### src/rtl/core/thbt_pkg.sv
`timescale 1ns / 1ps
package thbt_pkg;

    localparam int CELSIUS_W = 13;
    localparam int LOG_W     = 30;   // log2 in Q24, integer part up to 6 bits
    localparam int MANT_W    = 32;   // normalized mantissa, Q30
    localparam int MUL_W     = 32;
    localparam int PROD_W    = 64;
    localparam int DEN_W     = 48;
    localparam int NUM_W     = 62;
    localparam int DIV_W     = 68;
    localparam int Q_W       = 20;

    localparam logic [CELSIUS_W-1:0] CELSIUS_MAX = 13'd4095;
    localparam logic [CELSIUS_W-1:0] CELSIUS_MIN = 13'h1EEF;   // -273
    localparam logic [Q_W-1:0]       CK_LIMIT    = 20'd436915; // (4095+1)*100 + 27315
    localparam logic [Q_W:0]         ZERO_C_CK   = 21'd27315;
    localparam logic [MUL_W-1:0]     LN2_Q30     = 32'd744261118;
    localparam logic [MUL_W-1:0]     RECIP_100   = 32'd671089;  // ceil(2^26 / 100)

    localparam logic [1:0] CFG_SERIES  = 2'd0;
    localparam logic [1:0] CFG_NOMINAL = 2'd1;
    localparam logic [1:0] CFG_NOM_C   = 2'd2;
    localparam logic [1:0] CFG_BETA    = 2'd3;

endpackage

### src/rtl/core/thermistor_beta_temperature.sv
`timescale 1ns / 1ps
// Each sample runs two log2 evaluations, each a leading-one search and then 24 squarings
//   through the one shared 32x32 multiplier, and then a 20-step divide.
//   Zero, full-scale or zero-register cases go straight to the result.
//   An output stall holds the finished result in S_FIN until the output register is free.
// s_tready is high only while idle, so a new sample is taken only after the last result is written out.
// Reset (aresetn, synchronous): window and sum cleared, registers to 4100 / 100000 / 25 / 3950.
module thermistor_beta_temperature #(
    parameter int WINDOW_LEN = 10,
    parameter int ADC_BITS   = 10
) (
    input  logic        aclk,
    input  logic        aresetn,
    input  logic        s_tvalid,
    output logic        s_tready,
    input  logic [15:0] s_tdata,    // [9:0] adc_sample
    output logic        m_tvalid,
    input  logic        m_tready,
    output logic [15:0] m_tdata,    // [12:0] celsius, [13] out_of_range
    input  logic        cfg_valid,
    output logic        cfg_ready,
    input  logic [1:0]  cfg_index,
    input  logic [23:0] cfg_data
);

    localparam int FULL_SCALE = WINDOW_LEN * ((1 << ADC_BITS) - 1);
    localparam int SUM_W      = $clog2(FULL_SCALE + 1);
    localparam int X_W        = 24 + SUM_W;
    localparam int CNT_W      = $clog2(X_W);

    localparam logic [4:0] S_IDLE   = 5'd0;
    localparam logic [4:0] S_CHECK  = 5'd1;
    localparam logic [4:0] S_LOAD   = 5'd2;
    localparam logic [4:0] S_NORM   = 5'd3;
    localparam logic [4:0] S_SQ_MUL = 5'd4;
    localparam logic [4:0] S_SQ_USE = 5'd5;
    localparam logic [4:0] S_MULB   = 5'd6;
    localparam logic [4:0] S_LN     = 5'd7;
    localparam logic [4:0] S_V      = 5'd8;
    localparam logic [4:0] S_P2     = 5'd9;
    localparam logic [4:0] S_DEN    = 5'd10;
    localparam logic [4:0] S_NUM1   = 5'd11;
    localparam logic [4:0] S_NUM2   = 5'd12;
    localparam logic [4:0] S_DIV    = 5'd13;
    localparam logic [4:0] S_C1     = 5'd14;
    localparam logic [4:0] S_C2     = 5'd15;
    localparam logic [4:0] S_FIN    = 5'd16;

    logic [4:0]  state_reg, state_next;

    logic [19:0] series_reg;
    logic [23:0] nominal_reg;
    logic [8:0]  nom_c_reg;
    logic [13:0] beta_reg;

    logic [SUM_W-1:0] sum;
    logic             accept;

    logic [thbt_pkg::PROD_W-1:0] prod_reg;
    logic [thbt_pkg::PROD_W-1:0] prod_next;
    logic [thbt_pkg::MUL_W-1:0]  mul_x, mul_y;

    logic [X_W-1:0]               x_reg, x_next;
    logic [CNT_W-1:0]             cnt_reg, cnt_next;
    logic [thbt_pkg::MANT_W-1:0]  m_reg, m_next;
    logic [thbt_pkg::LOG_W-1:0]   r_reg, r_next;
    logic [thbt_pkg::LOG_W-1:0]   la_reg, la_next;
    logic                         log_b_reg, log_b_next;
    logic [4:0]                   step_reg, step_next;
    logic                         neg_reg, neg_next;
    logic [46:0]                  p2_reg, p2_next;
    logic signed [thbt_pkg::DEN_W-1:0] den_reg, den_next;
    logic [thbt_pkg::DIV_W-1:0]   rem_reg, rem_next;
    logic [thbt_pkg::DIV_W-1:0]   dsh_reg, dsh_next;
    logic [thbt_pkg::Q_W-1:0]     q_reg, q_next;
    logic [thbt_pkg::CELSIUS_W-1:0] res_c_reg, res_c_next;
    logic                         res_f_reg, res_f_next;

    logic                         m_tvalid_reg, m_tvalid_next;
    logic [thbt_pkg::CELSIUS_W-1:0] out_c_reg, out_c_next;
    logic                         out_f_reg, out_f_next;

    logic [16:0] t0c_w;
    logic [15:0] t0c;
    logic [33:0] sq_t;
    logic signed [thbt_pkg::LOG_W:0] l_diff;
    logic [thbt_pkg::LOG_W-1:0]  l_mag;
    logic [thbt_pkg::DEN_W-1:0]  beta_sh;
    logic [thbt_pkg::DIV_W-1:0]  num_w;
    logic [thbt_pkg::DIV_W-1:0]  den_w;
    logic [thbt_pkg::Q_W:0]      cc;
    logic [thbt_pkg::Q_W:0]      cc_mag;
    logic [12:0]                 qd;

    assign accept    = s_tvalid && s_tready;
    assign s_tready  = (state_reg == S_IDLE);
    assign cfg_ready = 1'b1;
    assign m_tvalid  = m_tvalid_reg;
    assign m_tdata   = {2'b00, out_f_reg, out_c_reg};

    thbt_window #(
        .WINDOW_LEN (WINDOW_LEN),
        .ADC_BITS   (ADC_BITS),
        .SUM_W      (SUM_W)
    ) u_window (
        .aclk     (aclk),
        .aresetn  (aresetn),
        .shift_en (accept),
        .sample   (ADC_BITS'(s_tdata[9:0])),
        .sum      (sum)
    );

    // nominal temperature in centikelvin, always positive for any 9-bit code
    assign t0c_w = {{8{nom_c_reg[8]}}, nom_c_reg} * 17'd100 + 17'd27315;
    assign t0c   = t0c_w[15:0];

    assign sq_t    = prod_reg[63:30];
    assign l_diff  = $signed({1'b0, la_reg}) - $signed({1'b0, r_reg});
    assign l_mag   = l_diff[thbt_pkg::LOG_W] ? 30'(-l_diff) : 30'(l_diff);
    assign beta_sh = thbt_pkg::DEN_W'(prod_reg[20:0]) << 24;
    assign num_w   = thbt_pkg::DIV_W'(prod_reg[37:0]) << 24;
    assign den_w   = thbt_pkg::DIV_W'(den_reg);
    assign cc      = {1'b0, q_reg} - thbt_pkg::ZERO_C_CK;
    assign cc_mag  = cc[thbt_pkg::Q_W] ? -cc : cc;
    assign qd      = prod_reg[38:26];

    // shared multiplier operand select
    always_comb begin
        mul_x = '0;
        mul_y = '0;
        unique case (state_reg)
            S_CHECK: begin
                mul_x = 32'(series_reg);
                mul_y = 32'(sum);
            end
            S_MULB: begin
                mul_x = 32'(nominal_reg);
                mul_y = 32'(SUM_W'(FULL_SCALE) - sum);
            end
            S_SQ_MUL: begin
                mul_x = m_reg;
                mul_y = m_reg;
            end
            S_LN: begin
                mul_x = 32'(l_mag);
                mul_y = thbt_pkg::LN2_Q30;
            end
            S_V: begin
                mul_x = 32'(t0c);
                mul_y = 32'(prod_reg[61:30]);
            end
            S_P2: begin
                mul_x = 32'(beta_reg);
                mul_y = 32'd100;
            end
            S_DEN: begin
                mul_x = 32'(beta_reg);
                mul_y = 32'(t0c);
            end
            S_NUM1: begin
                mul_x = prod_reg[31:0];
                mul_y = 32'd100;
            end
            S_C1: begin
                mul_x = 32'(cc_mag);
                mul_y = thbt_pkg::RECIP_100;
            end
            default: begin
                mul_x = '0;
                mul_y = '0;
            end
        endcase
    end

    assign prod_next = mul_x * mul_y;

    always_comb begin
        state_next    = state_reg;
        x_next        = x_reg;
        cnt_next      = cnt_reg;
        m_next        = m_reg;
        r_next        = r_reg;
        la_next       = la_reg;
        log_b_next    = log_b_reg;
        step_next     = step_reg;
        neg_next      = neg_reg;
        p2_next       = p2_reg;
        den_next      = den_reg;
        rem_next      = rem_reg;
        dsh_next      = dsh_reg;
        q_next        = q_reg;
        res_c_next    = res_c_reg;
        res_f_next    = res_f_reg;
        m_tvalid_next = m_tvalid_reg;
        out_c_next    = out_c_reg;
        out_f_next    = out_f_reg;

        if (m_tvalid_reg && m_tready) begin
            m_tvalid_next = 1'b0;
        end

        unique case (state_reg)
            S_IDLE: begin
                if (accept) begin
                    state_next = S_CHECK;
                end
            end
            S_CHECK: begin
                log_b_next = 1'b0;
                if (sum == '0 || sum >= SUM_W'(FULL_SCALE) || series_reg == '0 ||
                    nominal_reg == '0 || beta_reg == '0) begin
                    res_c_next = thbt_pkg::CELSIUS_MIN;
                    res_f_next = 1'b1;
                    state_next = S_FIN;
                end else begin
                    state_next = S_LOAD;
                end
            end
            S_MULB: begin
                log_b_next = 1'b1;
                state_next = S_LOAD;
            end
            S_LOAD: begin
                x_next     = prod_reg[X_W-1:0];
                cnt_next   = '0;
                state_next = S_NORM;
            end
            S_NORM: begin
                priority if (x_reg[X_W-1]) begin
                    m_next     = 32'(x_reg[X_W-1 -: 31]);
                    r_next     = (30'(X_W - 1) - 30'(cnt_reg)) << 24;
                    step_next  = 5'd23;
                    state_next = S_SQ_MUL;
                end else if (x_reg[X_W-1 -: 8] == '0) begin
                    x_next   = x_reg << 8;
                    cnt_next = cnt_reg + CNT_W'(8);
                end else begin
                    x_next   = x_reg << 1;
                    cnt_next = cnt_reg + CNT_W'(1);
                end
            end
            S_SQ_MUL: begin
                state_next = S_SQ_USE;
            end
            S_SQ_USE: begin
                if (sq_t[31]) begin
                    m_next           = 32'(sq_t[31:1]);
                    r_next[step_reg] = 1'b1;
                end else begin
                    m_next = sq_t[31:0];
                end
                if (step_reg == '0) begin
                    if (log_b_reg) begin
                        state_next = S_LN;
                    end else begin
                        la_next    = (sq_t[31]) ? (r_reg | 30'd1) : r_reg;
                        state_next = S_MULB;
                    end
                end else begin
                    step_next  = step_reg - 5'd1;
                    state_next = S_SQ_MUL;
                end
            end
            S_LN: begin
                neg_next   = l_diff[thbt_pkg::LOG_W];
                state_next = S_V;
            end
            S_V: begin
                state_next = S_P2;
            end
            S_P2: begin
                p2_next    = prod_reg[46:0];
                state_next = S_DEN;
            end
            S_DEN: begin
                den_next   = neg_reg ? $signed(beta_sh - 48'(p2_reg))
                                     : $signed(beta_sh + 48'(p2_reg));
                state_next = S_NUM1;
            end
            S_NUM1: begin
                state_next = S_NUM2;
            end
            S_NUM2: begin
                priority if (den_reg == '0) begin
                    res_c_next = thbt_pkg::CELSIUS_MAX;
                    res_f_next = 1'b1;
                    state_next = S_FIN;
                end else if (den_reg < 0) begin
                    res_c_next = thbt_pkg::CELSIUS_MIN;
                    res_f_next = 1'b1;
                    state_next = S_FIN;
                end else if (num_w >= (den_w << 20)) begin
                    res_c_next = thbt_pkg::CELSIUS_MAX;
                    res_f_next = 1'b1;
                    state_next = S_FIN;
                end else begin
                    rem_next   = num_w;
                    dsh_next   = den_w << 19;
                    q_next     = '0;
                    step_next  = 5'd19;
                    state_next = S_DIV;
                end
            end
            S_DIV: begin
                if (rem_reg >= dsh_reg) begin
                    rem_next = rem_reg - dsh_reg;
                    q_next   = {q_reg[thbt_pkg::Q_W-2:0], 1'b1};
                end else begin
                    q_next   = {q_reg[thbt_pkg::Q_W-2:0], 1'b0};
                end
                dsh_next = dsh_reg >> 1;
                if (step_reg == '0) begin
                    state_next = S_C1;
                end else begin
                    step_next = step_reg - 5'd1;
                end
            end
            S_C1: begin
                neg_next = cc[thbt_pkg::Q_W];
                if (q_reg > thbt_pkg::CK_LIMIT) begin
                    res_c_next = thbt_pkg::CELSIUS_MAX;
                    res_f_next = 1'b1;
                    state_next = S_FIN;
                end else begin
                    state_next = S_C2;
                end
            end
            S_C2: begin
                if (!neg_reg && qd > thbt_pkg::CELSIUS_MAX) begin
                    res_c_next = thbt_pkg::CELSIUS_MAX;
                    res_f_next = 1'b1;
                end else begin
                    res_c_next = neg_reg ? -qd : qd;
                    res_f_next = 1'b0;
                end
                state_next = S_FIN;
            end
            S_FIN: begin
                // hold until the output register is free
                if (!m_tvalid_reg || m_tready) begin
                    m_tvalid_next = 1'b1;
                    out_c_next    = res_c_reg;
                    out_f_next    = res_f_reg;
                    state_next    = S_IDLE;
                end
            end
            default: begin
                state_next = S_IDLE;
            end
        endcase
    end

    always_ff @(posedge aclk) begin
        if (!aresetn) begin
            state_reg    <= S_IDLE;
            m_tvalid_reg <= 1'b0;
            log_b_reg    <= 1'b0;
            series_reg   <= 20'd4100;
            nominal_reg  <= 24'd100000;
            nom_c_reg    <= 9'd25;
            beta_reg     <= 14'd3950;
        end else begin
            state_reg    <= state_next;
            m_tvalid_reg <= m_tvalid_next;
            log_b_reg    <= log_b_next;
            if (cfg_valid && cfg_ready) begin
                unique case (cfg_index)
                    thbt_pkg::CFG_SERIES:  series_reg  <= cfg_data[19:0];
                    thbt_pkg::CFG_NOMINAL: nominal_reg <= cfg_data[23:0];
                    thbt_pkg::CFG_NOM_C:   nom_c_reg   <= cfg_data[8:0];
                    thbt_pkg::CFG_BETA:    beta_reg    <= cfg_data[13:0];
                endcase
            end
        end
    end

    always_ff @(posedge aclk) begin
        prod_reg  <= prod_next;
        x_reg     <= x_next;
        cnt_reg   <= cnt_next;
        m_reg     <= m_next;
        r_reg     <= r_next;
        la_reg    <= la_next;
        step_reg  <= step_next;
        neg_reg   <= neg_next;
        p2_reg    <= p2_next;
        den_reg   <= den_next;
        rem_reg   <= rem_next;
        dsh_reg   <= dsh_next;
        q_reg     <= q_next;
        res_c_reg <= res_c_next;
        res_f_reg <= res_f_next;
        out_c_reg <= out_c_next;
        out_f_reg <= out_f_next;
    end

    a_accept_starts: assert property (@(posedge aclk) disable iff (!aresetn)
        accept |=> state_reg == S_CHECK)
        else $error("accepted sample did not start the sequencer");

    a_div_den_pos: assert property (@(posedge aclk) disable iff (!aresetn)
        state_reg == S_DIV |-> den_reg > 0)
        else $error("division started with a non-positive denominator");

    a_square_bound: assert property (@(posedge aclk) disable iff (!aresetn)
        state_reg == S_SQ_USE |-> prod_reg[63:62] == 2'b00)
        else $error("mantissa square exceeded its range");

    a_flag_clear_range: assert property (@(posedge aclk) disable iff (!aresetn)
        m_tvalid && !m_tdata[13] |-> $signed(m_tdata[12:0]) >= -13'sd273)
        else $error("unflagged result below absolute zero");

    a_result_held: assert property (@(posedge aclk) disable iff (!aresetn)
        state_reg == S_FIN && m_tvalid_reg && !m_tready |=> state_reg == S_FIN)
        else $error("result left the sequencer while output stalled");

endmodule

### src/rtl/core/thbt_window.sv
`timescale 1ns / 1ps
module thbt_window #(
    parameter int WINDOW_LEN = 10,
    parameter int ADC_BITS   = 10,
    parameter int SUM_W      = 14
) (
    input  logic                aclk,
    input  logic                aresetn,
    input  logic                shift_en,
    input  logic [ADC_BITS-1:0] sample,
    output logic [SUM_W-1:0]    sum
);

    logic [ADC_BITS-1:0] tap_reg [WINDOW_LEN];
    logic [SUM_W-1:0]    sum_reg;
    logic [SUM_W-1:0]    sum_next;

    assign sum_next = sum_reg - SUM_W'(tap_reg[WINDOW_LEN-1]) + SUM_W'(sample);
    assign sum      = sum_reg;

    always_ff @(posedge aclk) begin
        if (!aresetn) begin
            sum_reg <= '0;
            for (int i = 0; i < WINDOW_LEN; i++) begin
                tap_reg[i] <= '0;
            end
        end else if (shift_en) begin
            sum_reg    <= sum_next;
            tap_reg[0] <= sample;
            for (int i = 1; i < WINDOW_LEN; i++) begin
                tap_reg[i] <= tap_reg[i-1];
            end
        end
    end

endmodule
### config.mk
export PLATFORM = sky130hd
export DESIGN_NAME = thermistor_beta_temperature
export DESIGN_NICKNAME = d
export VERILOG_FILES = /design/src/rtl/core/thbt_pkg.sv /design/src/rtl/core/thermistor_beta_temperature.sv /design/src/rtl/core/thbt_window.sv
export SDC_FILE = /design/constraint.sdc
export NUM_CORES = 2
export LEC_CHECK = 0
export ABC_AREA = 1
export BUFFER_PORTS_ARGS = -buffer_cell sky130_fd_sc_hd__buf_2
export CAP_MARGIN = 20
export CORE_ASPECT_RATIO = 0.9
export CORE_MARGIN = 3
export CORE_UTILIZATION = 61
export CTS_BUF_LIST = sky130_fd_sc_hd__clkbuf_4 sky130_fd_sc_hd__clkbuf_8
export DETAILED_ROUTE_END_ITERATION = 7
export GPL_TIMING_DRIVEN = 0
export PLACE_DENSITY = 0.8
export SYNTH_ARGS = -nofsm -noshare
export SYNTH_HDL_FRONTEND = slang
export SYNTH_HIERARCHICAL = 1
export SYNTH_SLANG_ARGS = --single-unit
### constraint.sdc
create_clock -name aclk -period 9.5 [get_ports aclk]
set_input_delay 0 -clock aclk [delete_from_list [all_inputs] [get_ports aclk]]
set_output_delay 0 -clock aclk [all_outputs]
set_load 0.1 [all_outputs]
==> results.toml <==
[drt]
drtIter0Drc = 9985
viasPerCell = 6.16
drtAntennaViolNets = 0
drcViolationCount = 0
drt_first_pass_iters = 7
wl_per_cell_um = 26.4
wl_um = 300000
via_count = 70100

[floorplanning]
rows = 120
io_pins = 66
start_util = 0.620
dieArea_um2 = 126000
die_y_um = 338
core_area_um2 = 120000
dieWidth_um = 374

[sta]
setup_slack_ns = -0.824
rsz0062_at_grt = "yes"
maxSlewHeadroom = 0.181
period_share = 1.09
final_max_slew_viol_count = 0
period_minus_slack_ns = 10.32
tns_ns = -17.30
hold_violations = 0
fin_skew_ns = 0.0739
fmax_mhz = 96.9
setup_violations = 36
worst_slew_pin_slew_ns = 1.23

[finish]
syn_to_final_growth_pct = 15.6
fin_cells = 11400
layout_commonest_cell = "inv_1"
layout-drive-gt1-share = 0.134
nNetsFinal = 11100
largest_reg_flops = 100
final_cell_mix = "1944 x inv_1, 1695 x nand2_1, 902 x nor2_1"

[run_status]
violations = "negative setup slack"
outcome = "finished with violations"

[place]
gp_congestion = 1.10
hpwl_um = 236000
dp.cells = 10900
portBuffers = 56
dp_slack_ns = -2.54

[power]
peakVddDrop_v = 0.000278
p_leak_nw = 39.6
power_density_nw_per_um2 = 126

[synthesis]
yosysSeqAreaShare = 0.249
synth-seq-cells = 668
synth_area_per_cell_um2 = 8.12
synth_area_um2 = 74500
synth-edff-count = 518
postSynth.asyncResetShare = 0
synth-main-ff-cell = "edfxtp_1"
ys_warn_count = 6
synthDistinctLibCells = 74
synth_cells = 9171

[clocking]
cts-root-buf = "clkbuf_8"
htreeDepth = 3
cts_tree = "built"
cts_buffers = 98
clock_latency_ns = 0.83
clk_path_buf_depth = 3
path_clk_slew_ns = 0.07
numClockSinks = 668

[worst_setup_path]
timing.critical_path.mode_cell = "fa_1"
arrival_ns = 10.99
max_stage_delay_ns = 0.74
cp_max_fo = 10
critPathTopFamily = "adder cells"
path_class = "reg2reg"
path_buf_inv = 12
ff2ff_path_depth = 39
worstSetupStartpointType = "flip-flop"
worst_ep_required_time_ns = 10.16
path_depth = 39
endpoint_kind = "flip-flop"
slowest_stage = "clkinv_1"

[global_routing]
grt_remaining_overflow = 0
grt_max_degree = 70
grt_pass1_wl_um = 432000
antenna_found_initial = 13
grt_pass1_vias = 67900
grt_usage = 0.466

[hold_path]
whs_path_depth = 4
min_path_type = "in2reg"

[job]
drv_cap = 0
## cells in the mapped netlist (all sizes together) (2+ instances only)
| cell type | number | area share |
|---|---|---|
| ha | 483 | 0.081 |
| fa | 916 | 0.25 |
| conb | 2 | 0.00010 |
| or4 | 3 | 0.00030 |
| and3 | 11 | 0.00092 |
| a2111oi | 4 | 0.00047 |
| xnor2 | 49 | 0.0059 |
| o221ai | 39 | 0.0046 |
| nor3 | 67 | 0.0048 |
| nand3 | 271 | 0.019 |
| nor4 | 52 | 0.0047 |
| o21bai | 25 | 0.0025 |
| o211ai | 25 | 0.0025 |
| o22ai | 48 | 0.0041 |
| clkbuf | 155 | 0.0078 |
| nand3b | 8 | 0.00081 |
| a21oi | 486 | 0.033 |
| mux2i | 4 | 0.00054 |
| a21o | 25 | 0.0025 |
| and2 | 8 | 0.00069 |
| dfxtp | 150 | 0.040 |
| a221oi | 13 | 0.0015 |
| nand4 | 71 | 0.0060 |
| a211oi | 18 | 0.0018 |
| or2 | 23 | 0.0019 |
| a21boi | 11 | 0.0011 |
| o21a | 24 | 0.0024 |
| edfxtp | 518 | 0.21 |
| o2111ai | 8 | 0.00094 |
| a31oi | 48 | 0.0040 |
| inv | 2054 | 0.10 |
| nor2 | 984 | 0.051 |
| nor3b | 4 | 0.00060 |
| xor2 | 126 | 0.015 |
| clkinv | 16 | 0.00081 |
| buf | 123 | 0.010 |
| nand2 | 1823 | 0.093 |
| o21ai | 450 | 0.031 |
| o31ai | 14 | 0.0014 |
## logic make-up after synthesis
family,share of synthesized area
and+or+nand+nor,0.185
buffers and inverters,0.122
adders and majority gates,0.327
AOI/OAI and AO/OA,0.0954
DFF,0.249
xor gates and xnor gates,0.0209
muxes,0.000537
other,0.000101
## worst register-to-register path, delay by kind of cell, from the launching register on
family,cells,cell delay [ns]
adder cells (fa/ha/maj),9,4.18
buffers and inverters,12,2.27
AND/OR/NAND/NOR,11,1.89
AO/OA/AOI/OAI,7,1.26
flip-flops,1,0.55
## what timing repair did
item,CTS,global route
hold buffers,62,0
resized for setup,569,410
endpoints found under the hold margin,93,0
pin swaps,137,149
setup endpoints to repair,50,47
cloned,6,2
buffers inserted,144,85
## final timing paths
path	startpoint	endpoint	slack, ns
worst max-delay path	state_reg[0]$_SDFFE_PN0P_	prod_reg[59]$_DFF_P_	-0.82
worst min-delay path	cfg_data[16]	series_reg[16]$_SDFFE_PN0P_	0.05
worst max register to register	state_reg[0]$_SDFFE_PN0P_	prod_reg[59]$_DFF_P_	-0.82
worst min register to register	res_c_reg[3]$_DFFE_PP_	out_c_reg[3]$_DFFE_PP_	0.42
## report_power, final
part	switching, W	internal (W)
logic	0.00297	0.00131
registers	0.000323	0.00353
clock network	0.00128	0.00140
## layer usage
| layer | share of wire | vias up | routed length (µm) | GRT usage |
|---|---|---|---|---|
| met3 | 0.17 | 1110 | 49800 | 0.187 |
| met4 | 0.065 | 14 | 19400 | 0.237 |
| met1 | 0.37 | 33700 | 111000 | 0.626 |
| met2 | 0.40 | 5566 | 119000 | 0.651 |
| met5 | 0.0014 | - | 431 | 0.00981 |
| li1 | - | 29600 | - | - |
## per-stage QoR
step	utilization	power [W]	area (µm²)	hold WS, ns
floorplan	-	0.00583	74600	0.126
global placement	0.640	0.00711	76900	0.248
detailed placement	0.644	0.00723	77400	0.259
CTS	0.697	0.0102	83700	0.00215
global route	0.717	0.0111	86100	0.0307
finish	0.717	0.0108	86100	0.0485
## layout make-up
| class | count | area (µm²) |
|---|---|---|
| Clock inverter | 42 | 428 |
| Buffer | 277 | 1870 |
| Tap cell | 1586 | 1980 |
| Clock buffer | 139 | 1730 |
| Inverter | 2070 | 7890 |
| Multi-Input combinational cell | 6189 | 50000 |
| Fill cell | 9250 | 34000 |
| Sequential cell | 668 | 18600 |
| Timing Repair Buffer | 381 | 3560 |
| Antenna cell | 21 | 52.6 |
(Power assumes the default switching activity.)
